==> src/design/lpr_pkg.sv <==
// Shared types and constants for the LRU page replacement block.
// No dependencies; imported by lpr_ctrl, lpr_dpath and the top level of the block.
`default_nettype none

package lpr_pkg;

    // Field widths fixed by the stream format
    localparam int PAGE_W      = 16;
    localparam int SLOT_W      = 3;
    localparam int CNT_W       = 32;
    localparam int AF_W        = 4;
    localparam int IN_TDATA_W  = 16;
    localparam int IN_TUSER_W  = 1;
    localparam int OUT_TDATA_W = 56;

    localparam logic [AF_W-1:0]  AF_RESET = 4'd8;
    localparam logic [CNT_W-1:0] CNT_MAX  = '1;

    // Command codes carried in tuser
    localparam logic CMD_REF   = 1'b0;
    localparam logic CMD_CLEAR = 1'b1;

    // Controller -> datapath
    typedef struct packed {
        logic load;    // take the input item, start a search
        logic step;    // issue next frame read
        logic commit;  // apply update or clear, load output register
    } ctrl_cmd_t;

    // Datapath -> controller
    typedef struct packed {
        logic in_clear;   // input item is a clear command
        logic scan_last;  // issuing the last active frame
        logic out_free;   // output register can take a result
    } ctrl_sts_t;

endpackage

`default_nettype wire

==> src/design/lpr_ram.sv <==
// Generic single-write, single-read RAM with registered read data.
// No dependencies.
`default_nettype none

module lpr_ram #(
    parameter int WIDTH = 16,
    parameter int DEPTH = 8
) (
    input  wire logic                                 aclk,
    input  wire logic                                 we,
    input  wire logic [(DEPTH > 1 ? $clog2(DEPTH) : 1)-1:0] waddr,
    input  wire logic [WIDTH-1:0]                     wdata,
    input  wire logic [(DEPTH > 1 ? $clog2(DEPTH) : 1)-1:0] raddr,
    output logic      [WIDTH-1:0]                     rdata
);

    logic [WIDTH-1:0] mem [DEPTH];

    always_ff @(posedge aclk) begin
        if (we) begin
            mem[waddr] <= wdata;
        end
        rdata <= mem[raddr];
    end

endmodule

`default_nettype wire

==> src/design/lpr_ctrl.sv <==
// Sequencer for the LRU page replacement block.
// Depends on lpr_pkg for the command and status structs.
`default_nettype none

module lpr_ctrl (
    input  wire logic              aclk,
    input  wire logic              aresetn,
    input  wire logic              s_tvalid,
    output logic                   s_tready,
    input  wire lpr_pkg::ctrl_sts_t sts,
    output lpr_pkg::ctrl_cmd_t     cmd
);
    import lpr_pkg::*;

    typedef enum logic [3:0] {
        ST_IDLE   = 4'b0001,
        ST_SCAN   = 4'b0010,
        ST_DRAIN  = 4'b0100,
        ST_FINISH = 4'b1000
    } state_t;

    state_t state_reg, state_next;

    always_comb begin
        state_next = state_reg;
        s_tready   = 1'b0;
        cmd        = '0;
        case (state_reg)
            ST_IDLE: begin
                // no item is taken while reset is held
                s_tready = aresetn;
                if (s_tvalid && aresetn) begin
                    cmd.load   = 1'b1;
                    state_next = sts.in_clear ? ST_FINISH : ST_SCAN;
                end
            end
            ST_SCAN: begin
                cmd.step = 1'b1;
                if (sts.scan_last) begin
                    state_next = ST_DRAIN;
                end
            end
            ST_DRAIN: begin
                // last frame compare lands this cycle
                state_next = ST_FINISH;
            end
            ST_FINISH: begin
                if (sts.out_free) begin
                    cmd.commit = 1'b1;
                    state_next = ST_IDLE;
                end
            end
            default: begin
                state_next = ST_IDLE;
            end
        endcase
    end

    always_ff @(posedge aclk) begin
        if (!aresetn) begin
            state_reg <= ST_IDLE;
        end else begin
            state_reg <= state_next;
        end
    end

endmodule

`default_nettype wire

==> src/design/lpr_dpath.sv <==
// Datapath: frame tables, scan compare, counters and output register.
// Depends on lpr_pkg and lpr_ram.
`default_nettype none

module lpr_dpath #(
    parameter int FRAMES    = 8,
    parameter int PAGE_BITS = 16
) (
    input  wire logic                             aclk,
    input  wire logic                             aresetn,
    input  wire lpr_pkg::ctrl_cmd_t               cmd,
    output lpr_pkg::ctrl_sts_t                    sts,
    input  wire logic [lpr_pkg::IN_TDATA_W-1:0]   s_tdata,
    input  wire logic [lpr_pkg::IN_TUSER_W-1:0]   s_tuser,
    input  wire logic                             cfg_wr_en,
    input  wire logic [lpr_pkg::AF_W-1:0]         cfg_wr_data,
    input  wire logic                             m_tready,
    output logic                                  m_tvalid,
    output logic      [lpr_pkg::OUT_TDATA_W-1:0]  m_tdata
);
    import lpr_pkg::*;

    localparam int IW = (FRAMES > 1) ? $clog2(FRAMES) : 1;
    localparam int PW = (PAGE_BITS < PAGE_W) ? PAGE_BITS : PAGE_W;

    logic [AF_W-1:0]        af_reg;
    logic [FRAMES-1:0]      valid_reg;
    logic [CNT_W-1:0]       ref_cnt_reg;
    logic [CNT_W-1:0]       fault_reg;
    logic                   out_vld_reg;
    logic [OUT_TDATA_W-1:0] out_data_reg;
    logic                   cmp_vld_reg;

    logic [IW-1:0]          idx_reg;
    logic [IW-1:0]          cmp_idx_reg;
    logic                   clear_reg;
    logic [PW-1:0]          page_reg;
    logic [CNT_W-1:0]       stamp_reg;
    logic                   hit_fnd_reg;
    logic [IW-1:0]          hit_slot_reg;
    logic                   emp_fnd_reg;
    logic [IW-1:0]          emp_slot_reg;
    logic [CNT_W-1:0]       best_stamp_reg;
    logic [IW-1:0]          best_slot_reg;
    logic [PW-1:0]          best_page_reg;

    logic [PW-1:0]          pg_rd;
    logic [CNT_W-1:0]       st_rd;
    logic [IW-1:0]          n_last;
    logic [IW-1:0]          slot_sel;
    logic                   miss;
    logic                   ev_valid;
    logic [CNT_W-1:0]       fault_next;
    logic [OUT_TDATA_W-1:0] out_data_next;
    logic                   cmp_v;
    logic                   pg_we;
    logic                   st_we;

    // Clamp active frame count to 1..FRAMES, as a last index
    always_comb begin
        if (af_reg == '0) begin
            n_last = '0;
        end else if ({{(CNT_W-AF_W){1'b0}}, af_reg} >= CNT_W'(FRAMES)) begin
            n_last = IW'(FRAMES - 1);
        end else begin
            n_last = IW'(af_reg - AF_W'(1));
        end
    end

    assign sts.in_clear  = (s_tuser[0] == CMD_CLEAR);
    assign sts.scan_last = (idx_reg == n_last);
    assign sts.out_free  = !out_vld_reg || m_tready;

    assign cmp_v    = valid_reg[cmp_idx_reg];
    assign miss     = !hit_fnd_reg;
    assign ev_valid = miss && !emp_fnd_reg;

    always_comb begin
        if (hit_fnd_reg) begin
            slot_sel = hit_slot_reg;
        end else if (emp_fnd_reg) begin
            slot_sel = emp_slot_reg;
        end else begin
            slot_sel = best_slot_reg;
        end
    end

    always_comb begin
        if (clear_reg) begin
            fault_next = '0;
        end else if (miss && fault_reg != CNT_MAX) begin
            fault_next = fault_reg + CNT_W'(1);
        end else begin
            fault_next = fault_reg;
        end
    end

    always_comb begin
        if (clear_reg) begin
            out_data_next = '0;
        end else begin
            out_data_next = {
                (OUT_TDATA_W - 53)'(0),
                fault_next,
                ev_valid ? PAGE_W'(best_page_reg) : PAGE_W'(0),
                ev_valid,
                SLOT_W'(slot_sel),
                hit_fnd_reg
            };
        end
    end

    assign pg_we = cmd.commit && !clear_reg && miss;
    assign st_we = cmd.commit && !clear_reg;

    lpr_ram #(.WIDTH(PW), .DEPTH(FRAMES)) u_page_ram (
        .aclk  (aclk),
        .we    (pg_we),
        .waddr (slot_sel),
        .wdata (page_reg),
        .raddr (idx_reg),
        .rdata (pg_rd)
    );

    lpr_ram #(.WIDTH(CNT_W), .DEPTH(FRAMES)) u_stamp_ram (
        .aclk  (aclk),
        .we    (st_we),
        .waddr (slot_sel),
        .wdata (stamp_reg),
        .raddr (idx_reg),
        .rdata (st_rd)
    );

    // Control state
    always_ff @(posedge aclk) begin
        if (!aresetn) begin
            af_reg      <= AF_RESET;
            valid_reg   <= '0;
            ref_cnt_reg <= '0;
            fault_reg   <= '0;
            out_vld_reg <= 1'b0;
            cmp_vld_reg <= 1'b0;
        end else begin
            if (cfg_wr_en) begin
                af_reg <= cfg_wr_data;
            end
            cmp_vld_reg <= cmd.step;
            if (cmd.load && !sts.in_clear && ref_cnt_reg != CNT_MAX) begin
                ref_cnt_reg <= ref_cnt_reg + CNT_W'(1);
            end
            if (cmd.commit) begin
                fault_reg <= fault_next;
                if (clear_reg) begin
                    valid_reg   <= '0;
                    ref_cnt_reg <= '0;
                end else begin
                    valid_reg[slot_sel] <= 1'b1;
                end
            end
            if (cmd.commit) begin
                out_vld_reg <= 1'b1;
            end else if (m_tready) begin
                out_vld_reg <= 1'b0;
            end
        end
    end

    // Scan payload; flags are reset by each load
    always_ff @(posedge aclk) begin
        if (cmd.load) begin
            clear_reg   <= sts.in_clear;
            page_reg    <= s_tdata[PW-1:0];
            stamp_reg   <= ref_cnt_reg;
            idx_reg     <= '0;
            hit_fnd_reg <= 1'b0;
            emp_fnd_reg <= 1'b0;
        end else if (cmd.step) begin
            idx_reg <= idx_reg + IW'(1);
        end
        cmp_idx_reg <= idx_reg;
        if (cmp_vld_reg) begin
            if (cmp_v && pg_rd == page_reg && !hit_fnd_reg) begin
                hit_fnd_reg  <= 1'b1;
                hit_slot_reg <= cmp_idx_reg;
            end
            if (!cmp_v && !emp_fnd_reg) begin
                emp_fnd_reg  <= 1'b1;
                emp_slot_reg <= cmp_idx_reg;
            end
            if (cmp_idx_reg == '0 || st_rd < best_stamp_reg) begin
                best_stamp_reg <= st_rd;
                best_slot_reg  <= cmp_idx_reg;
                best_page_reg  <= pg_rd;
            end
        end
        if (cmd.commit) begin
            out_data_reg <= out_data_next;
        end
    end

    assign m_tvalid = out_vld_reg;
    assign m_tdata  = out_data_reg;

endmodule

`default_nettype wire

==> src/design/lru_page_replacement.sv <==
// Top level of the LRU page replacement block.
// Depends on lpr_pkg, lpr_ctrl and lpr_dpath (which holds two lpr_ram tables).
`default_nettype none

// LRU page replacement unit. Each input item is either a page reference
// (tuser = 0) or a clear command (tuser = 1). A reference looks up the page in
// a fully associative set of FRAMES frames, limited to the first active_frames
// of them (0 acts as 1, values above FRAMES act as FRAMES). On a hit the frame's
// last-use stamp is refreshed; on a miss the lowest empty frame is filled, or
// the least recently used frame is replaced (lowest index on a tie) and its
// page reported. Every miss bumps a saturating fault count. A clear empties all
// frames and zeroes the counters and returns an all-zero result. One result
// item per input item. A reference is accepted, its active frames are scanned,
// the last compare is drained and the result committed once the output
// register is free; only then is the next item accepted. A clear skips the
// scan and drain. The scan reads one frame per cycle from the page and stamp
// tables through their registered read port.
// The result sits in an output register, so the next item is accepted while
// it waits. Frame valid bits are flops cleared by reset: no clearing pass.
// Write active_frames only while the block is idle.
module lru_page_replacement #(
    parameter int FRAMES    = 8,
    parameter int PAGE_BITS = 16
) (
    input  wire logic                             aclk,
    input  wire logic                             aresetn,
    // input item
    input  wire logic                             s_tvalid,
    output logic                                  s_tready,
    input  wire logic [lpr_pkg::IN_TDATA_W-1:0]   s_tdata,   // [15:0] page
    input  wire logic [lpr_pkg::IN_TUSER_W-1:0]   s_tuser,   // [0] cmd
    // result item
    output logic                                  m_tvalid,
    input  wire logic                             m_tready,
    // [0] hit, [3:1] slot, [4] evicted_valid, [20:5] evicted_page,
    // [52:21] fault_count, [55:53] zero
    output logic      [lpr_pkg::OUT_TDATA_W-1:0]  m_tdata,
    // active_frames register
    input  wire logic                             cfg_wr_en,
    input  wire logic [lpr_pkg::AF_W-1:0]         cfg_wr_data
);
    import lpr_pkg::*;

    ctrl_cmd_t ctl_cmd;
    ctrl_sts_t ctl_sts;

    // Sequencer: accept, scan, drain last compare, commit
    lpr_ctrl u_ctrl (
        .aclk     (aclk),
        .aresetn  (aresetn),
        .s_tvalid (s_tvalid),
        .s_tready (s_tready),
        .sts      (ctl_sts),
        .cmd      (ctl_cmd)
    );

    // Tables, compare logic, counters, output register
    lpr_dpath #(
        .FRAMES    (FRAMES),
        .PAGE_BITS (PAGE_BITS)
    ) u_dpath (
        .aclk        (aclk),
        .aresetn     (aresetn),
        .cmd         (ctl_cmd),
        .sts         (ctl_sts),
        .s_tdata     (s_tdata),
        .s_tuser     (s_tuser),
        .cfg_wr_en   (cfg_wr_en),
        .cfg_wr_data (cfg_wr_data),
        .m_tready    (m_tready),
        .m_tvalid    (m_tvalid),
        .m_tdata     (m_tdata)
    );

    // A result is never committed over one still waiting
    a_commit_free: assert property (@(posedge aclk) disable iff (!aresetn)
        ctl_cmd.commit |-> (!m_tvalid || m_tready))
        else $error("result committed over a pending item");

    // A commit always shows up on the result channel
    a_commit_out: assert property (@(posedge aclk) disable iff (!aresetn)
        ctl_cmd.commit |=> m_tvalid)
        else $error("commit did not raise m_tvalid");

    // Clear accepted with an empty output gives an all-zero result once committed
    a_clear_result: assert property (@(posedge aclk) disable iff (!aresetn)
        (s_tvalid && s_tready && s_tuser[0] == CMD_CLEAR && !m_tvalid)
        |-> ##2 (m_tvalid && m_tdata == '0))
        else $error("clear result missing or nonzero");

    // Controller issues at most one command per cycle
    a_one_cmd: assert property (@(posedge aclk) disable iff (!aresetn)
        $onehot0({ctl_cmd.load, ctl_cmd.step, ctl_cmd.commit}))
        else $error("overlapping controller commands");

endmodule

`default_nettype wire

==> config.mk <==
export PLATFORM = sky130hd
export DESIGN_NAME = lru_page_replacement
export DESIGN_NICKNAME = d
export VERILOG_FILES = /design/src/design/lpr_pkg.sv /design/src/design/lpr_ram.sv /design/src/design/lpr_ctrl.sv /design/src/design/lpr_dpath.sv /design/src/design/lru_page_replacement.sv
export SDC_FILE = /design/constraint.sdc
export NUM_CORES = 1
export LEC_CHECK = 0
export BUFFER_PORTS_ARGS = -buffer_cell sky130_fd_sc_hd__buf_4
export CAP_MARGIN = 5
export CELL_PAD_IN_SITES_DETAIL_PLACEMENT = 1
export CELL_PAD_IN_SITES_GLOBAL_PLACEMENT = 2
export CORE_ASPECT_RATIO = 0.9
export CORE_UTILIZATION = 42
export CTS_CLUSTER_SIZE = 30
export DETAILED_ROUTE_END_ITERATION = 8
export PLACE_DENSITY_LB_ADDON = 0.1
export SLEW_MARGIN = 0
export SYNTH_ARGS = -nofsm -noshare
export SYNTH_HDL_FRONTEND = slang
export SYNTH_SLANG_ARGS = --single-unit
==> constraint.sdc <==
create_clock -name aclk -period 5.3 [get_ports aclk]
set_input_delay 0 -clock aclk [delete_from_list [all_inputs] [get_ports aclk]]
set_output_delay 0 -clock aclk [all_outputs]
set_load 0.005 [all_outputs]
======== Yosys cells after proc, flatten, opt, wreduce, memory -nomap -nowiden ========
Memories as Yosys holds them, arrays and structs flattened. A register that Yosys moved wholly into a read port is not among the register bits.
Cells that the tools add are included.
storage, ports and cells
  output and inout port bits .............. 58
  latch bits .............................. 0
  logic and storage cells ................. 110
  memories kept ........................... 2
  bits in read-only memories .............. 0
  memory bits (writable) .................. 384
  input bits .............................. 26
  bits in registers ....................... 252
memory list
  memory                   depth  bits a word  read ports  clocked after Yosys merged registers in  write ports  RTL line       text
  u_dpath.u_stamp_ram.mem  8      32           1           1                                        1            lpr_ram.sv:17  logic [WIDTH-1:0] mem [DEPTH];
  u_dpath.u_page_ram.mem   8      16           1           1                                        1            lpr_ram.sv:17
cells by class
  add/subtract/negate cells ............... 4
  multiply operators ...................... 0
  reduce and logical (&&, ||, !) cells .... 27
  shifts and indexed selects .............. 0
  div/mod/pow operators ................... 0
  order comparisons ....................... 5
  equal/unequal tests ..................... 11
  bitwise operators ....................... 2
  mux-type cells .......................... 37
operator list
  cell                     count
  $mux W32                 5
  $add A32 B1 Y32 const B  2
  $ne A32 B32 Y1 const B   2
  $lt A32 B32 Y1           1
  $mux W1                  20
  $eq A16 B16 Y1           1
  $mux W4                  4
  $pmux W4 S4              1
  $mux W3                  4
  $logic_and A1 B1 Y1      11
  $lt A3 B4 Y1 const B     2
  $mux W8                  1
  $or A8 B8 Y8             1
  $logic_not A1 Y1         6
  $reduce_and A2 Y1        3
  $eq A4 B1 Y1 const B     1
  $eq A4 B2 Y1 const B     1
  $eq A4 B3 Y1 const B     1
  $eq A4 B4 Y1 const B     1
  $ge A4 B4 Y1 const B     1
  $logic_not A4 Y1         1
  $ne A2 B2 Y1 const B     2
  $add A3 B1 Y3 const B    1
  $bmux W1 S3              1
  11 further kinds         12

======== Depth between registers and ports, before layout ========
Gate-level depths: netlist of the first run.
  depth in word-level cells ............... 8
  gate-level depth with buffers ........... 9
  mapped depth without buffers ............ 8

======== Modules after synthesis ========
Synthesis of the first run repeated with hierarchy kept, for this count alone.
unflattened totals
  cells, all modules ...................... 1615
  area total of the unflattened synthesis .. 26958.4 µm²
modules (own cells, without submodules)
  module                          area each (µm²)  instances  seq. area each (µm²)  cells each
  lpr_dpath                       10963.0          1          6496.2                961
  lpr_ram at u_dpath.u_stamp_ram  10466.3          1          8328.0                415
  lpr_ram at u_dpath.u_page_ram   5293.8           1          4164.0                214
  lpr_ctrl                        235.2            1          80.1                  25

======== Worst setup path after synthesis of the first run ========
Ideal clock, no wire load.
  path kind ............................... reg2reg
  from .................................... register u_dpath.best_stamp_reg[2]
  to ...................................... register u_dpath.best_page_reg[0] (enable)
  library setup time ...................... 0.477 ns
  data arrival time ....................... 3.972 ns
  path buffers ............................ 0
  required time ........................... 4.823 ns
  stages on the path, launching flop included .. 9
  clock period less this slack ............ 4.448 ns
  path slack .............................. 0.852 ns
  path through ............................ edfxtp_1 inv_1 ha_1 a211o_1 a31oi_1 o221ai_1 a221oi_1 o21ai_0 a21oi_1
between the ends
  word-level cells in the longest chain between the ends .. 3
RTL lines
  item                                RTL line          text
  start, declared                     lpr_dpath.sv:43   logic [CNT_W-1:0] best_stamp_reg;
  start signal, assigned              lpr_dpath.sv:191  best_stamp_reg <= st_rd;
  $lt A32 B32 Y1                      lpr_dpath.sv:190  if (cmp_idx_reg == '0 || st_rd < best_stamp_reg) begin
  $logic_or A1 B1 Y1                  lpr_dpath.sv:190
  $reduce_and A2 Y1 (no source line)  n/a
  end signal, assigned                lpr_dpath.sv:193  best_page_reg <= pg_rd;
  end, declared                       lpr_dpath.sv:45   logic [PW-1:0] best_page_reg;
No other way between the ends.
A chain may end at the register's enable or synchronous reset.

======== Worst setup path after layout of the first run ========
  from .................................... register u_dpath.best_stamp_reg[2]
  to ...................................... register u_dpath.best_page_reg[13] (enable)
The elaborated chain is that of the path after synthesis.

==> metrics, run 1 <==
status=finished, final reports clean; vias per cell=5.32; Required @ worst endpoint=5540 ps; Synth Area in Compound Gates=3.58%; antenna-violating nets left=0; met1 usage=27.9%; Cell variety after synth=63; num rows=86; delay-heaviest family, CP=compound AO/OA/AOI/OAI gates; post-DP HPWL=35900 µm; GRT Total Usage=19.3%; Post-Synth XOR/XNOR Area=2.22%; share of flip-flops with an asynchronous set or reset=0%; WL per Instance=22.7 µm; final wirelength=59800 µm; H-tree depth=3; post-synthesis cell area=26400 µm²; Fin. Hold Viols=0; FF-to-FF Start=u_dpath.best_stamp_reg[2]; DIE AREA=63800 µm²; kind of critical path=reg -> reg; Max VDD drop=0.000290 V; # nets final=1802; post-synthesis mux area share=11.1%; total CTS buffers=72; ys flop type=edfxtp_1; Worst-Margin Slew=1040 ps; Hold Path Class=in -> reg; GR met2 Demand/Resource=30.0%; Power Total=11200 µW; post-route minimum period=3290 ps; CP arrival=3530 ps; Maximum Capacitance Violations=0; Final Cell Area=30800 µm²; antenna violations before repair=2; First-pass DRT Iterations=4; PwrDens=364 nW/µm²; Worst R2R Path Depth=9; CP Cell Sequence=inv_1, ha_1, a211o_1, a31oi_1, o221ai_1, a221oi_1, o21ai_0, a21oi_4, buf_4; setup violators final=0; CTS clk-pin slew, worst paths=60 ps; dpl cell area=28100 µm²; combinational family with the most area after synthesis=multiplexers; Fin Hold WS=97.6 ps; met3 Use GR=3.49%; clock sinks=681; max reg flops=256; CP max stage delay=600 ps; Rel. slew slack=30.4%; Seq/Total Area, Yosys=72.2%; clock latency on the worst-skew pair=620 ps; Peak Freq=0.304 GHz; grt ovf=0; commonest non-fill, non-tap cells in the layout=543 x edfxtp_1, 135 x dfxtp_1, 116 x buf_4; largest net degree at the start of global routing=85; Critical Path Start=u_dpath.best_stamp_reg[2]; Most flops, register=u_dpath.u_stamp_ram.mem; Die Y=240 µm; FF-to-FF setup slack=2010 ps; Worst Path Buf+Inv=2; Die X=266 µm; Worst path depth=9; share of layout cells above drive strength 1=21.9%; Port Buf Inserts=80; starting density of the core=42.8%; clk buf depth=3; commonest non-fill, non-tap cell in the layout=edfxtp_1; GPL Wtd Cong=0.743; vias in the first global route=14900; Setup crit start kind=register; Crit Path Max Fanout=39; Setup crit end=u_dpath.best_page_reg[13]; Gate Count Post-Synth=1592; nature of the critical path endpoint=register; synthesized flop and latch total=681; CTS Root Cell=clkbuf_16; Post-CTS Setup Bufs=0; Tcrit/Tclk final=62.0%; reg2reg end=u_dpath.best_page_reg[13]; Post-Syn Area per Cell=16.6 µm²; gr busiest metal=met2; P_leak=0.0102 µW; Crit-path slowest cell=buf_4; Core Util, Final=49.9%; Iter 0 DRT Violations=811; final number of max-transition violations=0; setup repair after global routing missed its margin=no; DRC violations left=0; number of synthesized flops with an enable pin=543; simple-gate share of the synthesized area=7.31%; I/O pin cnt=84; Syn. warnings=0; setup_tns=0 ps; core area=61700 µm²; Post-Synth Adder-Cell Area=1.66%; synth-to-layout area growth=16.6%; Fin Clk Skew=24.4 ps; Vias=14000; first-pass GRT wire length=91800 µm; TritonCTS clock tree=done
[how the worst min path moves through the flow]
stage	from	to	slack (ps)	cells past startpoint
CTS	s_tdata[3]	u_dpath.page_reg[3]	50	2
global route	s_tdata[2]	u_dpath.page_reg[2]	60	2
finish	s_tdata[2]	u_dpath.page_reg[2]	100	2
floorplan	s_tuser	u_dpath.clear_reg	100	0
global placement	s_tdata[10]	u_dpath.page_reg[10]	180	1
detailed placement	s_tdata[3]	u_dpath.page_reg[3]	180	1
[power by group]
part | total (µW) | switching (µW) | internal (µW) | leakage, µW
logic | 316 | 164 | 152 | 0.00300
clock network | 5020 | 2100 | 2920 | 0.00115
registers | 5880 | 70.1 | 5810 | 0.00608
total | 11200 | 2330 | 8880 | 0.0102
[per-stage QoR]
step | instances | setup WS, ps
after floorplan | 1594 | 852
after global placement | 2473 | 1950
after detailed placement | 2473 | 1940
after CTS | 2633 | 1920
after global routing | 2633 | 1800
final | 2635 | 2010
[per-layer routing]
metal	up-vias	wire length, µm
met4	0	1140
met2	233	27600
met3	89	2410
met5	-	0
li1	6450	-
met1	7241	28700
[cell families after synthesis]
family,after synthesis
xor+xnor,67
simple gates,359
compound gates,161
other cells,1
flops,681
fa+ha+maj,35
buf+inv,125
mux,163
[repair_timing]
action / in CTS / in global routing
hold buffers: 30 / 0
resized for setup: 0 / 0
hold endpoints to repair: 43 / 0
[layout make-up]
cell class | count | area, µm²
clock buffer | 98 | 2000
tap | 836 | 1050
clock inverter | 32 | 384
inverter | 51 | 191
multi-input combinational | 788 | 6870
sequential | 681 | 19100
antenna | 2 | 5.00
fill | 5781 | 30900
timing repair buffer | 147 | 1190
[cell usage after synthesis (9+ instances only)]
cell	n	share of area, %
and3_1	12	0.28
xor2_1	38	1.3
nor2_1	93	1.3
and2_1	23	0.55
o21ai_0	46	0.87
a21oi_1	64	1.2
buf_2	9	0.17
nand3_1	32	0.61
ha_1	35	1.7
dfxtp_1	138	10
or3_1	36	0.85
inv_1	49	0.70
mux2i_1	14	0.53
nand4_1	29	0.69
clkbuf_1	47	0.67
nor3_1	18	0.34
mux4_2	98	8.4
a31oi_1	16	0.38
buf_1	13	0.18
mux2_2	51	2.2
edfxtp_1	543	62
nand2_1	62	0.88
xnor2_1	29	0.96
Note: power is estimated with default switching activity, not from simulation.
==> run 2: changes to the inputs <==
==> constraint.sdc (replaced) <==
create_clock -name aclk -period 3.35 [get_ports aclk]
set_input_delay 0 -clock aclk [delete_from_list [all_inputs] [get_ports aclk]]
set_output_delay 0 -clock aclk [all_outputs]
set_load 0.005 [all_outputs]
==> run 2 against run 1 <==
Net effect:
- combinational power rose by 60%
- non-clock buffer count rose by 8
- setup slack got worse by 1500 ps
- hold slack got worse by 7.9 ps
- critical path depth did not move
- routed wire length barely moved
- global-route usage fell by 0.079 points
- count of clock-buffer cells in the layout fell by 2
- cell area rose by 0.75%
- die area did not move
- flip-flop and latch count did not move
- cell count rose by 0.49%
- largest power group unchanged
==> metrics, run 2 (synthesis results as in run 1) <==
starting density of the core=42.8% (unchanged); Die Y=240 µm (unchanged); setup repair after global routing missed its margin=no; final wirelength=59800 µm (about the same); commonest non-fill, non-tap cell in the layout=edfxtp_1; Hold Path Class=in -> reg; Max VDD drop=0.000440 V (+52%); clock latency on the worst-skew pair=630 ps (about the same); nature of the critical path endpoint=register; WL per Instance=22.6 µm (-0.54%); Clock power frac=45.3% (+0.5 points); Met3 Wirelength=2290 µm (-4.8%); Port Buf Inserts=80 (unchanged); DIE AREA=63800 µm² (unchanged); CP arrival=3110 ps (-420 ps); clock sinks=681 (unchanged); DRC violations left=0 (unchanged); Worst-Margin Slew=1180 ps (+143 ps); Rel. slew slack=20.9% (-9.6 points); I/O pin cnt=84 (unchanged); # nets final=1811 (+0.50%); wl on met1=28900 µm (+0.71%); commonest non-fill, non-tap cells in the layout=543 x edfxtp_1, 135 x dfxtp_1, 114 x buf_4; Iter 0 DRT Violations=933 (+15%); Most flops, register=u_dpath.u_stamp_ram.mem; setup_tns=0 ps (unchanged); final number of max-transition violations=0 (unchanged); Maximum Capacitance Violations=0 (unchanged); clk buf depth=3 (unchanged); kind of critical path=reg -> reg; Peak Freq=0.350 GHz (+15%); CTS clk-pin slew, worst paths=60 ps (about the same); setup violators final=0 (unchanged); Tcrit/Tclk final=85.2% (+23 points); Power Total=17900 µW (+60%); Required @ worst endpoint=3600 ps (-1940 ps); vias per cell=5.31 (about the same); Logic pwr share=2.8% (about the same); P_leak=0.0104 µW (+1.2%); TritonCTS clock tree=done; Crit Path Max Fanout=27 (-31%); H-tree depth=3 (unchanged); First-pass DRT Iterations=5 (+1); GRT Total Usage=19.2% (-0.079 points); PwrDens=578 nW/µm² (+59%); DR WL met2=27300 µm (-0.88%); total CTS buffers=73 (+1.4%); Fin Clk Skew=32.1 ps (+7.78 ps); CTS Root Cell=clkbuf_16; max reg flops=256 (unchanged); Top Layer Used=met4; vias in the first global route=14900 (-0.11%); status=finished, final reports clean; post-route minimum period=2860 ps (-430 ps); grt ovf=0 (unchanged); num rows=86 (unchanged); P_int=14200 µW (+60%); core area=61700 µm² (unchanged); share of layout cells above drive strength 1=22.7% (+0.88 points); Vias=14100 (+0.43%); sw frac=20.9% (+0.14 points); Seq pwr share=51.9% (-0.5 points); switching power of the nets=3750 µW (+61%); post-DP HPWL=35200 µm (-1.8%); first-pass GRT wire length=91100 µm (-0.69%); synth-to-layout area growth=17.5%; antenna violations before repair=3 (+1); FF-to-FF setup slack=490 ps (-1520 ps); GPL Wtd Cong=0.749 (+0.77%); fillers=5769 (-0.21%); Fin. Hold Viols=0 (unchanged); Layout Cells excl Fill=2648 (+0.49%); Placed Cells=2481 (+0.32%); Setup crit start kind=register; largest net degree at the start of global routing=69 (-19%); Die X=266 µm (unchanged); antenna-violating nets left=0 (unchanged)
run 2: changes by cell type in the layout (fill, tap and decap cells not counted):
cell        change
bufinv_16       +1
a2111oi_2       +1
diode_2         -1
clkbuf_1        -3
buf_12         +10
a2111oi_4       -1
buf_4           -2
clkinvlp_4      -1
clkinv_2        +9
clkinv_1        -2
clkinv_16       -1
inv_16          +1
inv_6           +1
clkbuf_8        +1
run 2: power groups by stage:
| stage | clock network (µW) | logic, µW | registers, µW |
|---|---|---|---|
| 2_1_floorplan | 0 | 330 | 9420 |
| 3_3_place_gp | 0 | 483 | 9470 |
| 3_5_place_dp | 0 | 483 | 9480 |
| 4_1_cts | 8360 | 517 | 9300 |
| 5_1_grt | 8620 | 554 | 9310 |
| 6_report | 8120 | 505 | 9300 |
run 2: path summary, 6_finish.rpt:
kind                            cells after the start                   endpoint                          from
worst max-delay path                                9   u_dpath.best_page_reg[7]     u_dpath.best_stamp_reg[2]
worst min register to register                      0  u_dpath.best_page_reg[15]  u_dpath.u_page_ram.rdata[15]
worst min-delay path                                2        u_dpath.page_reg[8]                    s_tdata[8]
worst max register to register                      9   u_dpath.best_page_reg[7]     u_dpath.best_stamp_reg[2]
run 2: per-layer routing:
layer | track usage [%] | up-vias
li1 | - | 6452
met4 | 5.31 | 0
met2 | 29.7 | 231
met1 | 28.2 | 7301
met3 | 2.90 | 89
met5 | 0 | -
run 2: area by class of cell:
cell class	count	area, µm²	share of cell area (%)
clock buffer	96	2000	6.46
antenna	1	2.50	0.00807
timing repair buffer	155	1380	4.44
multi-input combinational	788	6860	22.1
inverter	51	191	0.618
tap	836	1050	3.37
sequential	681	19100	61.5
clock inverter	40	443	1.43
run 2: critical path, cell delays in order (launching register included):
cell and delay, ps:
edfxtp_1 350, inv_1 60, ha_1 240, a211o_1 310, a31oi_1 140, o221ai_1 120
a221oi_1 310, o21ai_0 300, a21oi_4 210, buf_4 420
run 2: what timing repair did:
action                                  4_1_cts  5_1_grt
resized for setup                             0        0
buffers inserted                              0        0
hold buffers                                 30        0
hold endpoints to repair                     34        0
endpoints found under the setup margin        0        0
run 2: metrics by stage:
stage | area (µm²) | hold WS (ps) | worst slack [ps] | util, %
2_1_floorplan | 26400 | 98.9 | 14.7 | -
3_3_place_gp | 28300 | 179 | 439 | 45.8
3_5_place_dp | 28300 | 180 | 417 | 45.8
4_1_cts | 31000 | 50.7 | 437 | 50.3
5_1_grt | 31000 | 68.6 | 216 | 50.3
6_report | 31000 | 89.7 | 494 | 50.3
